**config.mk**
```make
export PLATFORM = sky130hd
export DESIGN_NAME = bit_angle_modulation_led_matrix_unit_flat
export DESIGN_NICKNAME = d
export VERILOG_FILES = /design/src/bam_pkg.sv /design/src/bam_if.sv /design/src/bit_angle_modulation_led_matrix_unit.sv /design/src/bam_front.sv /design/src/bam_queue.sv /design/src/bam_back.sv /design/src/flat_wrapper.sv
export SDC_FILE = /design/constraint.sdc
export NUM_CORES = 1
export LEC_CHECK = 0
export ABC_AREA = 1
export BUFFER_PORTS_ARGS = -buffer_cell sky130_fd_sc_hd__buf_2
export CAP_MARGIN = 10
export CORE_UTILIZATION = 45
export DETAILED_ROUTE_END_ITERATION = 16
export SETUP_SLACK_MARGIN = 0.02
export SYNTH_ARGS = -nofsm -noshare
export SYNTH_HDL_FRONTEND = slang
export SYNTH_SLANG_ARGS = --single-unit
```
**constraint.sdc**
```tcl
create_clock -name clock -period 3.61 [get_ports clock]
set_input_delay 0.1805 -clock clock [delete_from_list [all_inputs] [get_ports clock]]
set_output_delay 0.1805 -clock clock [all_outputs]
set_load 0.03 [all_outputs]
```
**src/bam_pkg.sv**
```systemverilog
// ----------------------------------------------------------------------------
// bam_pkg
// Shared types and codes of the bit angle modulation LED matrix unit.
// ----------------------------------------------------------------------------
`default_nettype none

package bam_pkg;

   // Command codes of the request channel
   localparam logic [1:0] CMD_SET  = 2'd0;
   localparam logic [1:0] CMD_GET  = 2'd1;
   localparam logic [1:0] CMD_TICK = 2'd2;

   // Kind codes of the response channel
   localparam logic KIND_READ = 1'b0;
   localparam logic KIND_ROW  = 1'b1;

   // Field widths
   localparam int CMD_W   = 2;
   localparam int ROW_W   = 3;
   localparam int COL_W   = 3;
   localparam int VALUE_W = 8;
   localparam int DIGIT_W = 4;
   localparam int BITS_W  = 8;
   localparam int PLANE_W = 3;
   localparam int TICK_W  = 8;
   // Queued row index is wide enough for the largest row count
   localparam int QROW_W  = 4;

   typedef enum logic [1:0] {
      OP_SET,
      OP_GET,
      OP_DRAIN
   } op_type;

   typedef struct packed {
      op_type               op;
      logic                 row_ok;
      logic [QROW_W-1:0]    row;
      logic [COL_W-1:0]     col;
      logic [VALUE_W-1:0]   value;
      logic [PLANE_W-1:0]   plane;
   } entry_type;

   typedef struct packed {
      logic                 kind;
      logic [DIGIT_W-1:0]   digit_reg;
      logic [BITS_W-1:0]    row_bits;
      logic [VALUE_W-1:0]   pixel_value;
      logic                 last;
   } out_word_type;

   typedef enum logic {
      BK_IDLE,
      BK_DRAIN
   } back_state_type;

endpackage

`default_nettype wire

```
**src/bam_if.sv**
```systemverilog
// ----------------------------------------------------------------------------
// bam_if
// Valid/ready channels of the LED matrix unit: request and response.
// ----------------------------------------------------------------------------
`default_nettype none

interface bam_req_if;
   logic                          valid;
   logic                          ready;
   logic [bam_pkg::CMD_W-1:0]     cmd;
   logic [bam_pkg::ROW_W-1:0]     row;
   logic [bam_pkg::COL_W-1:0]     col;
   logic [bam_pkg::VALUE_W-1:0]   value;

   modport source (output valid, input ready, output cmd, output row, output col,
                   output value);
   modport sink   (input valid, output ready, input cmd, input row, input col,
                   input value);
endinterface

interface bam_rsp_if;
   logic                          valid;
   logic                          ready;
   logic                          kind;
   logic [bam_pkg::DIGIT_W-1:0]   digit_reg;
   logic [bam_pkg::BITS_W-1:0]    row_bits;
   logic [bam_pkg::VALUE_W-1:0]   pixel_value;
   logic                          last;

   modport source (output valid, input ready, output kind, output digit_reg,
                   output row_bits, output pixel_value, output last);
   modport sink   (input valid, output ready, input kind, input digit_reg,
                   input row_bits, input pixel_value, input last);
endinterface

`default_nettype wire

```
**src/bit_angle_modulation_led_matrix_unit.sv**
```systemverilog
// ----------------------------------------------------------------------------
// bit_angle_modulation_led_matrix_unit
// Bit angle modulation frame store and row sequencer for an LED matrix.
// ----------------------------------------------------------------------------
// Requests arrive on req_if: set writes one pixel's brightness into the bit
// planes, get reads it back, tick counts one prescaled timer tick. Responses
// leave on rsp_if: a read result (kind 0) for every get, and a burst of ROWS
// row words (kind 1, digit register row + 1, last on the final word) each
// time the tick count reaches 2^plane and the plane index advances.
// The front takes one request per cycle while the two-entry queue is not
// full; the back executes one queued set or get per cycle while idle. A get
// result passes the queue and then the output register. A plane change holds
// the back while it drains the rows, one row word per cycle while the output
// is free, since the row store has a single read port. req_if.ready drops
// only while the queue is full. A stalled response holds in the output
// register; a get and the rows of a plane change wait for it, while sets go
// ahead unless rows are still draining. Reset clears the planes, the tick
// counter, the plane index and the queue; no response is pending afterwards.
// ----------------------------------------------------------------------------
`default_nettype none

module bit_angle_modulation_led_matrix_unit #(
   parameter int ROWS   = 8,
   parameter int PLANES = 8
) (
   input  wire logic   clock,
   input  wire logic   reset,
   bam_req_if.sink     req_if,
   bam_rsp_if.source   rsp_if
);

   logic               q_full;
   logic               q_empty;
   logic               push;
   logic               pop;
   bam_pkg::entry_type push_entry;
   bam_pkg::entry_type head;

   bam_front #(
      .ROWS   (ROWS),
      .PLANES (PLANES)
   ) u_front (
      .clock  (clock),
      .reset  (reset),
      .req_if (req_if),
      .q_full (q_full),
      .push   (push),
      .entry  (push_entry)
   );

   bam_queue u_queue (
      .clock      (clock),
      .reset      (reset),
      .push       (push),
      .push_entry (push_entry),
      .pop        (pop),
      .head       (head),
      .full       (q_full),
      .empty      (q_empty)
   );

   bam_back #(
      .ROWS   (ROWS),
      .PLANES (PLANES)
   ) u_back (
      .clock   (clock),
      .reset   (reset),
      .q_empty (q_empty),
      .head    (head),
      .pop     (pop),
      .rsp_if  (rsp_if)
   );

endmodule

`default_nettype wire

```
**src/bam_front.sv**
```systemverilog
// ----------------------------------------------------------------------------
// bam_front
// Accepts requests, keeps the tick counter and plane index, queues work.
// ----------------------------------------------------------------------------
`default_nettype none

module bam_front #(
   parameter int ROWS   = 8,
   parameter int PLANES = 8
) (
   input  wire logic                clock,
   input  wire logic                reset,
   bam_req_if.sink                  req_if,
   input  wire logic                q_full,
   output logic                     push,
   output bam_pkg::entry_type       entry
);

   localparam int CMP_W = bam_pkg::QROW_W + 1;

   logic [bam_pkg::TICK_W-1:0]  tick_count_ff, tick_count_in;
   logic [bam_pkg::PLANE_W-1:0] plane_index_ff, plane_index_in;
   logic [bam_pkg::TICK_W-1:0]  threshold;
   logic [bam_pkg::TICK_W-1:0]  count_next;
   logic [bam_pkg::PLANE_W-1:0] plane_next;
   logic                        accept;
   logic                        row_ok;

   assign req_if.ready = !q_full;
   assign accept       = req_if.valid && !q_full;
   assign row_ok       = CMP_W'(req_if.row) < CMP_W'(ROWS);
   assign threshold    = bam_pkg::TICK_W'(1) << plane_index_ff;
   assign count_next   = tick_count_ff + bam_pkg::TICK_W'(1);
   assign plane_next   = (plane_index_ff == bam_pkg::PLANE_W'(PLANES - 1)) ?
                         '0 : plane_index_ff + bam_pkg::PLANE_W'(1);

   always_comb begin
      push           = 1'b0;
      tick_count_in  = tick_count_ff;
      plane_index_in = plane_index_ff;
      entry.op       = bam_pkg::OP_SET;
      entry.row_ok   = row_ok;
      entry.row      = bam_pkg::QROW_W'(req_if.row);
      entry.col      = req_if.col;
      entry.value    = req_if.value;
      entry.plane    = plane_next;
      case (req_if.cmd)
         bam_pkg::CMD_SET: begin
            // drop a write beyond the last row
            push     = accept && row_ok;
            entry.op = bam_pkg::OP_SET;
         end
         bam_pkg::CMD_GET: begin
            push     = accept;
            entry.op = bam_pkg::OP_GET;
         end
         bam_pkg::CMD_TICK: begin
            entry.op = bam_pkg::OP_DRAIN;
            if (accept) begin
               if (count_next >= threshold) begin
                  tick_count_in  = '0;
                  plane_index_in = plane_next;
                  push           = 1'b1;
               end else begin
                  tick_count_in  = count_next;
               end
            end
         end
         default: begin
         end
      endcase
   end

   always_ff @(posedge clock) begin
      if (reset) begin
         tick_count_ff  <= '0;
         plane_index_ff <= '0;
      end else begin
         tick_count_ff  <= tick_count_in;
         plane_index_ff <= plane_index_in;
      end
   end

endmodule

`default_nettype wire

```
**src/bam_queue.sv**
```systemverilog
// ----------------------------------------------------------------------------
// bam_queue
// Two-entry queue between the front and the back.
// ----------------------------------------------------------------------------
`default_nettype none

module bam_queue (
   input  wire logic                clock,
   input  wire logic                reset,
   input  wire logic                push,
   input  wire bam_pkg::entry_type  push_entry,
   input  wire logic                pop,
   output bam_pkg::entry_type       head,
   output logic                     full,
   output logic                     empty
);

   bam_pkg::entry_type entries_ff [2];
   logic               wr_ptr_ff, wr_ptr_in;
   logic               rd_ptr_ff, rd_ptr_in;
   logic [1:0]         count_ff, count_in;
   logic               do_push;
   logic               do_pop;

   assign full    = count_ff == 2'd2;
   assign empty   = count_ff == 2'd0;
   assign head    = entries_ff[rd_ptr_ff];
   assign do_push = push && !full;
   assign do_pop  = pop && !empty;

   always_comb begin
      wr_ptr_in = do_push ? !wr_ptr_ff : wr_ptr_ff;
      rd_ptr_in = do_pop ? !rd_ptr_ff : rd_ptr_ff;
      count_in  = count_ff;
      if (do_push && !do_pop) begin
         count_in = count_ff + 2'd1;
      end else if (do_pop && !do_push) begin
         count_in = count_ff - 2'd1;
      end
   end

   always_ff @(posedge clock) begin
      if (do_push) begin
         entries_ff[wr_ptr_ff] <= push_entry;
      end
   end

   always_ff @(posedge clock) begin
      if (reset) begin
         wr_ptr_ff <= 1'b0;
         rd_ptr_ff <= 1'b0;
         count_ff  <= 2'd0;
      end else begin
         wr_ptr_ff <= wr_ptr_in;
         rd_ptr_ff <= rd_ptr_in;
         count_ff  <= count_in;
      end
   end

endmodule

`default_nettype wire

```
**src/bam_back.sv**
```systemverilog
// ----------------------------------------------------------------------------
// bam_back
// Holds the bit planes, carries out set, get and row drain, drives responses.
// ----------------------------------------------------------------------------
`default_nettype none

module bam_back #(
   parameter int ROWS   = 8,
   parameter int PLANES = 8
) (
   input  wire logic                clock,
   input  wire logic                reset,
   input  wire logic                q_empty,
   input  wire bam_pkg::entry_type  head,
   output logic                     pop,
   bam_rsp_if.source                rsp_if
);

   localparam int RW = (ROWS > 1) ? $clog2(ROWS) : 1;
   localparam int PW = PLANES * bam_pkg::BITS_W;

   // One word per row, holding that row of every plane
   logic [PW-1:0]                plane_rows_ff [ROWS];
   logic [PW-1:0]                rd_word;
   logic [PW-1:0]                wr_word_in;
   logic                         we;
   logic [RW-1:0]                addr;
   logic [bam_pkg::VALUE_W-1:0]  got;

   bam_pkg::back_state_type      state_ff, state_in;
   logic [RW-1:0]                cnt_ff, cnt_in;
   logic [bam_pkg::PLANE_W-1:0]  plane_ff, plane_in;
   logic                         rsp_valid_ff, rsp_valid_in;
   bam_pkg::out_word_type        out_ff, out_in;
   logic                         out_free;
   logic                         last_row;

   assign out_free = !rsp_valid_ff || rsp_if.ready;
   assign addr     = (state_ff == bam_pkg::BK_DRAIN) ? cnt_ff : head.row[RW-1:0];
   assign rd_word  = plane_rows_ff[addr];
   assign last_row = cnt_ff == RW'(ROWS - 1);

   always_comb begin
      wr_word_in = rd_word;
      got        = '0;
      for (int p = 0; p < PLANES; p++) begin
         wr_word_in[p * bam_pkg::BITS_W + int'(head.col)] = head.value[p];
         got[p] = rd_word[p * bam_pkg::BITS_W + int'(head.col)];
      end
      // a row beyond the matrix reads back as zero
      if (!head.row_ok) begin
         got = '0;
      end
   end

   always_comb begin
      state_in     = state_ff;
      cnt_in       = cnt_ff;
      plane_in     = plane_ff;
      pop          = 1'b0;
      we           = 1'b0;
      rsp_valid_in = rsp_valid_ff && !rsp_if.ready;
      out_in       = out_ff;
      case (state_ff)
         bam_pkg::BK_IDLE: begin
            if (!q_empty) begin
               case (head.op)
                  bam_pkg::OP_SET: begin
                     pop = 1'b1;
                     we  = head.row_ok;
                  end
                  bam_pkg::OP_GET: begin
                     if (out_free) begin
                        pop                = 1'b1;
                        rsp_valid_in       = 1'b1;
                        out_in.kind        = bam_pkg::KIND_READ;
                        out_in.digit_reg   = '0;
                        out_in.row_bits    = '0;
                        out_in.pixel_value = got;
                        out_in.last        = 1'b1;
                     end
                  end
                  bam_pkg::OP_DRAIN: begin
                     pop      = 1'b1;
                     plane_in = head.plane;
                     cnt_in   = '0;
                     state_in = bam_pkg::BK_DRAIN;
                  end
                  default: begin
                     pop = 1'b1;
                  end
               endcase
            end
         end
         bam_pkg::BK_DRAIN: begin
            if (out_free) begin
               rsp_valid_in       = 1'b1;
               out_in.kind        = bam_pkg::KIND_ROW;
               out_in.digit_reg   = bam_pkg::DIGIT_W'(5'(cnt_ff) + 5'd1);
               out_in.row_bits    = rd_word[int'(plane_ff) * bam_pkg::BITS_W +:
                                            bam_pkg::BITS_W];
               out_in.pixel_value = '0;
               out_in.last        = last_row;
               if (last_row) begin
                  state_in = bam_pkg::BK_IDLE;
               end else begin
                  cnt_in   = cnt_ff + RW'(1);
               end
            end
         end
         default: begin
            state_in = bam_pkg::BK_IDLE;
         end
      endcase
   end

   always_ff @(posedge clock) begin
      if (reset) begin
         plane_rows_ff <= '{default: '0};
      end else if (we) begin
         plane_rows_ff[addr] <= wr_word_in;
      end
   end

   always_ff @(posedge clock) begin
      if (reset) begin
         state_ff     <= bam_pkg::BK_IDLE;
         rsp_valid_ff <= 1'b0;
      end else begin
         state_ff     <= state_in;
         rsp_valid_ff <= rsp_valid_in;
      end
   end

   always_ff @(posedge clock) begin
      cnt_ff   <= cnt_in;
      plane_ff <= plane_in;
      out_ff   <= out_in;
   end

   assign rsp_if.valid       = rsp_valid_ff;
   assign rsp_if.kind        = out_ff.kind;
   assign rsp_if.digit_reg   = out_ff.digit_reg;
   assign rsp_if.row_bits    = out_ff.row_bits;
   assign rsp_if.pixel_value = out_ff.pixel_value;
   assign rsp_if.last        = out_ff.last;

endmodule

`default_nettype wire

```
**src/flat_wrapper.sv**
```systemverilog
// flat-port wrapper written by rule: the top's interface ports become plain ports
module bit_angle_modulation_led_matrix_unit_flat 
#(
   parameter int ROWS   = 8,
   parameter int PLANES = 8
)
  (clock, reset, req_if_valid, req_if_ready, req_if_cmd, req_if_row, req_if_col, req_if_value, rsp_if_valid, rsp_if_ready, rsp_if_kind, rsp_if_digit_reg, rsp_if_row_bits, rsp_if_pixel_value, rsp_if_last);
  bam_req_if req_if_i ();
  bam_rsp_if rsp_if_i ();
  input  wire logic clock;
  input  wire logic reset;
  input wire logic [$bits(req_if_i.valid)-1:0] req_if_valid;
  output wire logic [$bits(req_if_i.ready)-1:0] req_if_ready;
  input wire logic [$bits(req_if_i.cmd)-1:0] req_if_cmd;
  input wire logic [$bits(req_if_i.row)-1:0] req_if_row;
  input wire logic [$bits(req_if_i.col)-1:0] req_if_col;
  input wire logic [$bits(req_if_i.value)-1:0] req_if_value;
  output wire logic [$bits(rsp_if_i.valid)-1:0] rsp_if_valid;
  input wire logic [$bits(rsp_if_i.ready)-1:0] rsp_if_ready;
  output wire logic [$bits(rsp_if_i.kind)-1:0] rsp_if_kind;
  output wire logic [$bits(rsp_if_i.digit_reg)-1:0] rsp_if_digit_reg;
  output wire logic [$bits(rsp_if_i.row_bits)-1:0] rsp_if_row_bits;
  output wire logic [$bits(rsp_if_i.pixel_value)-1:0] rsp_if_pixel_value;
  output wire logic [$bits(rsp_if_i.last)-1:0] rsp_if_last;
  assign req_if_i.valid = req_if_valid;
  assign req_if_ready = req_if_i.ready;
  assign req_if_i.cmd = req_if_cmd;
  assign req_if_i.row = req_if_row;
  assign req_if_i.col = req_if_col;
  assign req_if_i.value = req_if_value;
  assign rsp_if_valid = rsp_if_i.valid;
  assign rsp_if_i.ready = rsp_if_ready;
  assign rsp_if_kind = rsp_if_i.kind;
  assign rsp_if_digit_reg = rsp_if_i.digit_reg;
  assign rsp_if_row_bits = rsp_if_i.row_bits;
  assign rsp_if_pixel_value = rsp_if_i.pixel_value;
  assign rsp_if_last = rsp_if_i.last;
  bit_angle_modulation_led_matrix_unit #(.ROWS(ROWS), .PLANES(PLANES)) u_core (.clock(clock), .reset(reset), .req_if(req_if_i), .rsp_if(rsp_if_i));
endmodule
```
Word level (Yosys, flattened, before mapping). Memory sizes are Yosys's and may differ from the RTL's. A register that Yosys moved wholly into a read port is not among the register bits. Index checks and enable logic that the tools add are counted. W data, S select, Z words.

Latch bits: 0. Memories kept: 1. Bits in writable memories: 38. Bits of input ports: 20. Output and inout bits: 24. Bits in read-only memories: 0. Logic and storage cells: 200. Register bits: 557.

Bitwise operators: 3. $mul: 0. Reductions and logical operators: 34. $lt $le $gt $ge: 19. Eq/ne operators: 13. Div/mod/pow operators: 0. Shift-type cells: 2. Add/sub/neg operators: 13. Mux-type cells: 93.

Memories: u_core.u_queue.entries_ff (depth 2, bits a word 19, rd ports 1, clocked after memory_dff 1, write ports 1, RTL line bam_queue.sv:18) `bam_pkg::entry_type entries_ff [2];`.

Operator list (count): $bwmux W512 (1); $bwmux W64 (8); $ge A32 B1 Y1 const B (7); $bmux W64 S3 (1); $demux W64 S3 (1); $mux W64 (3); $mux W22 (4); $shiftx A64 B7 Y8 (1); $pmux W22 S2 (1); $mux W1 (43); $bmux W1 S6 (7); $demux W1 S6 (7); $add A6 B3 Y7 const A (4); $lt A7 B7 Y1 const B (4); $mux W3 (6); $mux W8 (2); $logic_and A1 B1 Y1 (15); $lt A6 B7 Y1 const B (2); $add A5 B3 Y6 const A (2); $add A8 B1 Y8 const B (1); $ge A8 B8 Y1 (1); $logic_not A1 Y1 (8); $reduce_and A4 Y1 (2); $shl A1 B3 Y8 const A (1); 29 further kinds (45).

Longest topological paths before layout.
Depth after elaboration: 14. Depth in mapped cells: 19.

Modules after synthesis. A second synthesis with hierarchy kept.

Cell total of the unflattened synthesis: 3970. Area, all modules: 28594.9 µm².

Modules (own cells, without submodules): bam_back (seq. area each 11130.7 µm², area an instance 25763.5 µm², cells each 3714, instances 1); bam_queue (seq. area each 1361.3 µm², area an instance 1765.4 µm², cells each 102, instances 1); bam_front (seq. area each 220.2 µm², area an instance 1066.0 µm², cells each 154, instances 1).

Least setup slack after synthesis. OpenSTA, ideal clock, no wires.

Kind: register -> register. From: register u_core.u_front.tick_count_ff[0] in the netlist's numbering. To: memory u_core.u_queue.entries_ff[1][0] in the netlist's numbering (enable). Arrival time: 2813 ps. Library setup time: 396 ps. Cell stages (with the launch flop): 14. Slack: 401 ps. Period minus slack after synthesis: 3209 ps. Cell sequence: dfxtp_1 nand3_1 nand3b_1 nand3b_1 xor2_1 ha_1 inv_1 nor3_1 a211oi_1 nand2_1 nand2_1 o21ai_0 inv_1 nor2_1.

Longest elaborated chain between the ends: 8.

RTL lines: from (decl) (RTL line bam_front.sv:21) `logic [bam_pkg::TICK_W-1:0] tick_count_ff, tick_count_in;`; from (signal assigned) (RTL line bam_front.sv:79) `tick_count_ff <= tick_count_in;`; $add A8 B1 Y8 (RTL line bam_front.sv:33) `assign count_next = tick_count_ff + bam_pkg::TICK_W'(1);`; $ge A8 B8 Y1 (RTL line bam_front.sv:60) `if (count_next >= threshold) begin`; $mux W1 (RTL line bam_front.sv:60); $mux W1 (RTL line bam_front.sv:59) `if (accept) begin`; $pmux W1 S2 (RTL line bam_front.sv:47) `case (req_if.cmd)`; $logic_and A1 B1 Y1 (RTL line bam_queue.sv:28) `assign do_push = push && !full;`; named net u_core.u_queue.do_push (RTL line bam_queue.sv:22) `logic do_push;`; $mux W1 (RTL line bam_queue.sv:43) `if (do_push) begin`; $mux W1 (implied by the code) (RTL line bam_queue.sv:44) `entries_ff[wr_ptr_ff] <= push_entry;`; to (decl) (RTL line bam_queue.sv:18).

The timed path passes the listed nets, and every way through them passes these cells.

Worst setup path after layout.
From: register u_core.u_back.state_ff. To: register u_core.u_back.out_ff (netlist bit u_core.u_back.rsp_if.row_bits[6]), data pin.

Longest elaborated chain between the ends: 8. Elaborated cells between the ends (all ways): 9. Those cells by class: shift (1); mux (6); bitwise (2).

RTL lines: from (decl) (RTL line bam_back.sv:30) `bam_pkg::back_state_type state_ff, state_in;`; from (signal assigned) (RTL line bam_back.sv:127) `state_ff <= bam_pkg::BK_IDLE;`; from (signal assigned) (RTL line bam_back.sv:130) `state_ff <= state_in;`; $mux W3 (RTL line bam_back.sv:39) `assign addr = (state_ff == bam_pkg::BK_DRAIN) ? cnt_ff : head.row[RW-1:0];`; $not A3 Y4 (implied by the code) (RTL line bam_back.sv:40) `assign rd_word = plane_rows_ff[addr];`; $bmux W64 S3 (RTL line bam_back.sv:40); $mux W64 (implied by the code) (2 in series) (RTL line bam_back.sv:40); $shiftx A64 B7 Y8 (RTL line bam_back.sv:100) `out_in.row_bits = rd_word[int'(plane_ff) * bam_pkg::BITS_W +:`; $mux W22 (RTL line bam_back.sv:96) `if (out_free) begin`; $pmux W22 S2 * (RTL line bam_back.sv:64) `case (state_ff)`; to (signal assigned) (RTL line bam_back.sv:138) `out_ff <= out_in;`; to (decl) (RTL line bam_back.sv:34) `bam_pkg::out_word_type out_ff, out_in;`.

Mark *: on every way between the ends. The rest lies on a longest branch, timed or not. The select of a mux whose other input is x is not followed. A chain may end at the register's enable or synchronous reset.

==> out/qor.yml <==
status: "finished, final reports clean"
worst_hold_slack_ns: 0.0319
fin_crit_ns: 3.23
first_pass_iters: 5
synthTopCellsByCount: "nand2_1, o21ai_0, a21oi_1"
synth_cells: 3907
ys_ff_latch: 596
largest_reg_flops: 512
syn_nets: 3945
layout.cells.non_filler: 4676
yosysUniqueCellTypes: 32
crit_type: "reg -> reg"
post-cts-setup-buffers: 0
r2r-end: "u_core.u_back.rsp_if.row_bits[6]$_SDFFCE_PN0P_"
ios: 44
powerDensity_nw_per_um2: 902
track_usage_pct: 26.5
drt-total-wl_um: 83400
irDropWorstVdd_uv: 460
cts_buffer_depth: 3
path_cells: "inv_2 > nand3_1 > nand2_1 > nand2_4 > inv_1 > nand3_1 > nand2_1 > nor2_1 > nand2_1 > nand3_1 > nand3_1 > nand2_1 > nor2_1"
cp_max_fo: 16
ctsHoldBuffers: 18
synth-seq-area-share_pct: 45.3
worstHoldPathCells: 4
required_ns: 3.97
synth_top_area_share_pct: 38.2
drive_gt1_share_pct: 9.30
slowest_stage: "dfxtp_1"
regMostFlops: "u_core.u_back.plane_rows_ff"
synth_edf_count: 66
hpwl_um: 48700
drc: 0
asyncSetResetFlopFracSynth_pct: 0
yosysMostFrequentCell: "nand2_1"
io_buffers: 43
holdPathEnd: "u_core.u_back.rsp_if.valid$_SDFF_PP0_"
hp-start: "rsp_if_ready"
synthFlopType: "dfxtp_1"
rsz0062_at_grt: "false"
overflow: 0
grt_max_degree: 122
place_ws_ns: 0.448
tns_ns: 0
nNetsFinal: 3876
syn_area_sq_um: 27800
areaGrowthSynthToFinish_pct: 12.7
slew_headroom_pct: 10.2
final_util_pct: 51.6
synthTopCellsByArea: "dfxtp_1, nand2_1, o21ai_0, a21oi_1, edfxtp_1"
cts_root_buf: "clkbuf_16"
dp_cells: 4532
synth_largest_area_cell: "dfxtp_1"
clkTransAtPathRegs_ns: 0.06
clock_latency_ns: 0.62
cp-start-kind: "register"
post_cts_resized: 0
gp_congestion: 0.833
setup_viol: 0
die_w_um: 250
grt_pass1_wl_um: 132000
die_area_sq_um: 62700
skew_ns: 0.0242
via_count: 24815
finalCritPeriodShare_pct: 89.4
drt_iter0_markers: 2179
worstPathArrival_ns: 3.59
avgSynthCellArea_sq_um: 7.11
numCtsBuffers: 68
wl_per_cell_um: 17.8
yosys_warnings: 0
timing.fmax_mhz: 310
grt_pass1_vias: 23215
reg2reg_slack_ns: 0.38
cts_tree: "yes"
tightest_slew_ns: 1.35
htreeDepth: 3
num_rows: 90
top_regs: "u_core.u_back.plane_rows_ff x512, u_core.u_queue.entries_ff x38"
maxCapViolations: 0
core_sq_um: 60700
hold_path.class: "in -> reg"
hold_violations: 0
antenna_cells: 0
worstSetupEndpointType: "register"
drv_slew: 0
p_total_mw: 28.2
postRouteAntennaNets: 0
critPathMaxStageDelay_ns: 0.54
placed_area_sq_um: 28800
worst-r2r-cell-count: 13
setup_ws_ns: 0.384
initial_core_util_pct: 45.8
power_leakage_nw: 13.5
vias_per_cell: 5.31
antenna_found_initial: 0
r2r-start: "u_core.u_back.state_ff$_SDFF_PP0_"
die_h_um: 250
cts.sink_count: 596
stdcell_area_sq_um: 31300
==> final cells by class <==
class                           count  area [sq um]
Clock inverter                     26           303
Multi-Input combinational cell   2593         12400
Timing Repair Buffer              142          1340
Clock buffer                      100          2010
Fill cell                        5945         29400
Sequential cell                   596         12600
Tap cell                          782           978
Inverter                          437          1650
==> worst max-delay path by stage <==
stage / end / startpoint
after global placement: u_core.u_queue.count_ff[1]$_SDFFE_PP0P_ / u_core.u_front.tick_count_ff[0]$_SDFFE_PP0P_
final: u_core.u_back.rsp_if.row_bits[6]$_SDFFCE_PN0P_ / u_core.u_back.state_ff$_SDFF_PP0_
after detailed placement: u_core.u_queue.count_ff[1]$_SDFFE_PP0P_ / u_core.u_front.tick_count_ff[0]$_SDFFE_PP0P_
after global routing: u_core.u_queue.count_ff[1]$_SDFFE_PP0P_ / u_core.u_front.tick_count_ff[0]$_SDFFE_PP0P_
after CTS: u_core.u_queue.count_ff[1]$_SDFFE_PP0P_ / u_core.u_front.tick_count_ff[0]$_SDFFE_PP0P_
after floorplan: u_core.u_queue.entries_ff[1][0]$_DFFE_PP_ / u_core.u_front.tick_count_ff[0]$_SDFFE_PP0P_
==> critical path, delay by kind of cell (launching register included) <==
kind,cells,cell delay (ns)
DFF,1,0.54
buffers and inverters,2,0.48
and+or+nand+nor,11,1.96
==> power breakdown <==
group	internal, mW	switching [mW]	total, mW
Clock	4.30	2.83	7.13
Sequential	7.52	0.356	7.88
Combinational	3.58	9.64	13.2
Total	15.4	12.8	28.2
==> cell families (layout without fill, tap and decap cells) <==
group | count (synthesis) | count (layout) | share of synthesized area [%]
mux | 7 | 7 | 0.252
xor+xnor | 6 | 6 | 0.189
simple gates | 1395 | 1395 | 21.1
flops | 596 | 596 | 45.3
buf+inv | 718 | 705 | 10.4
fa+ha+maj | 18 | 18 | 0.811
compound gates | 1167 | 1167 | 21.9
==> cells in the final DEF (no fill, tap or decap), types with 7 or more instances in the layout <==
cell type and instances:
nand4_1 11, buf_12 27, clkbuf_8 12, mux2i_1 7, edfxtp_1 66, o21ai_2 47
clkinv_2 13, inv_1 421, o21ai_1 10, nand2_1 795, dlygate4sd3_1 18, nand3_1 220
or2_2 51, nor2_4 11, o211ai_1 23, ha_1 18, dfxtp_1 530, a21oi_1 531
clkbuf_1 17, inv_2 12, nor2_1 248, nand3b_1 38, clkbuf_16 71, o21ai_0 549
buf_2 43, buf_4 54
==> metal layers <==
layer / wire, um / global-route usage (%) / part of all wire [%]
met1: 38000 / 36.1 / 46
met2: 38200 / 43.4 / 46
met3: 5280 / 4.26 / 6.3
met4: 1970 / 7.52 / 2.4
met5: 0 / 0 / 0
No activity file was read; power rests on OpenSTA's default activity.
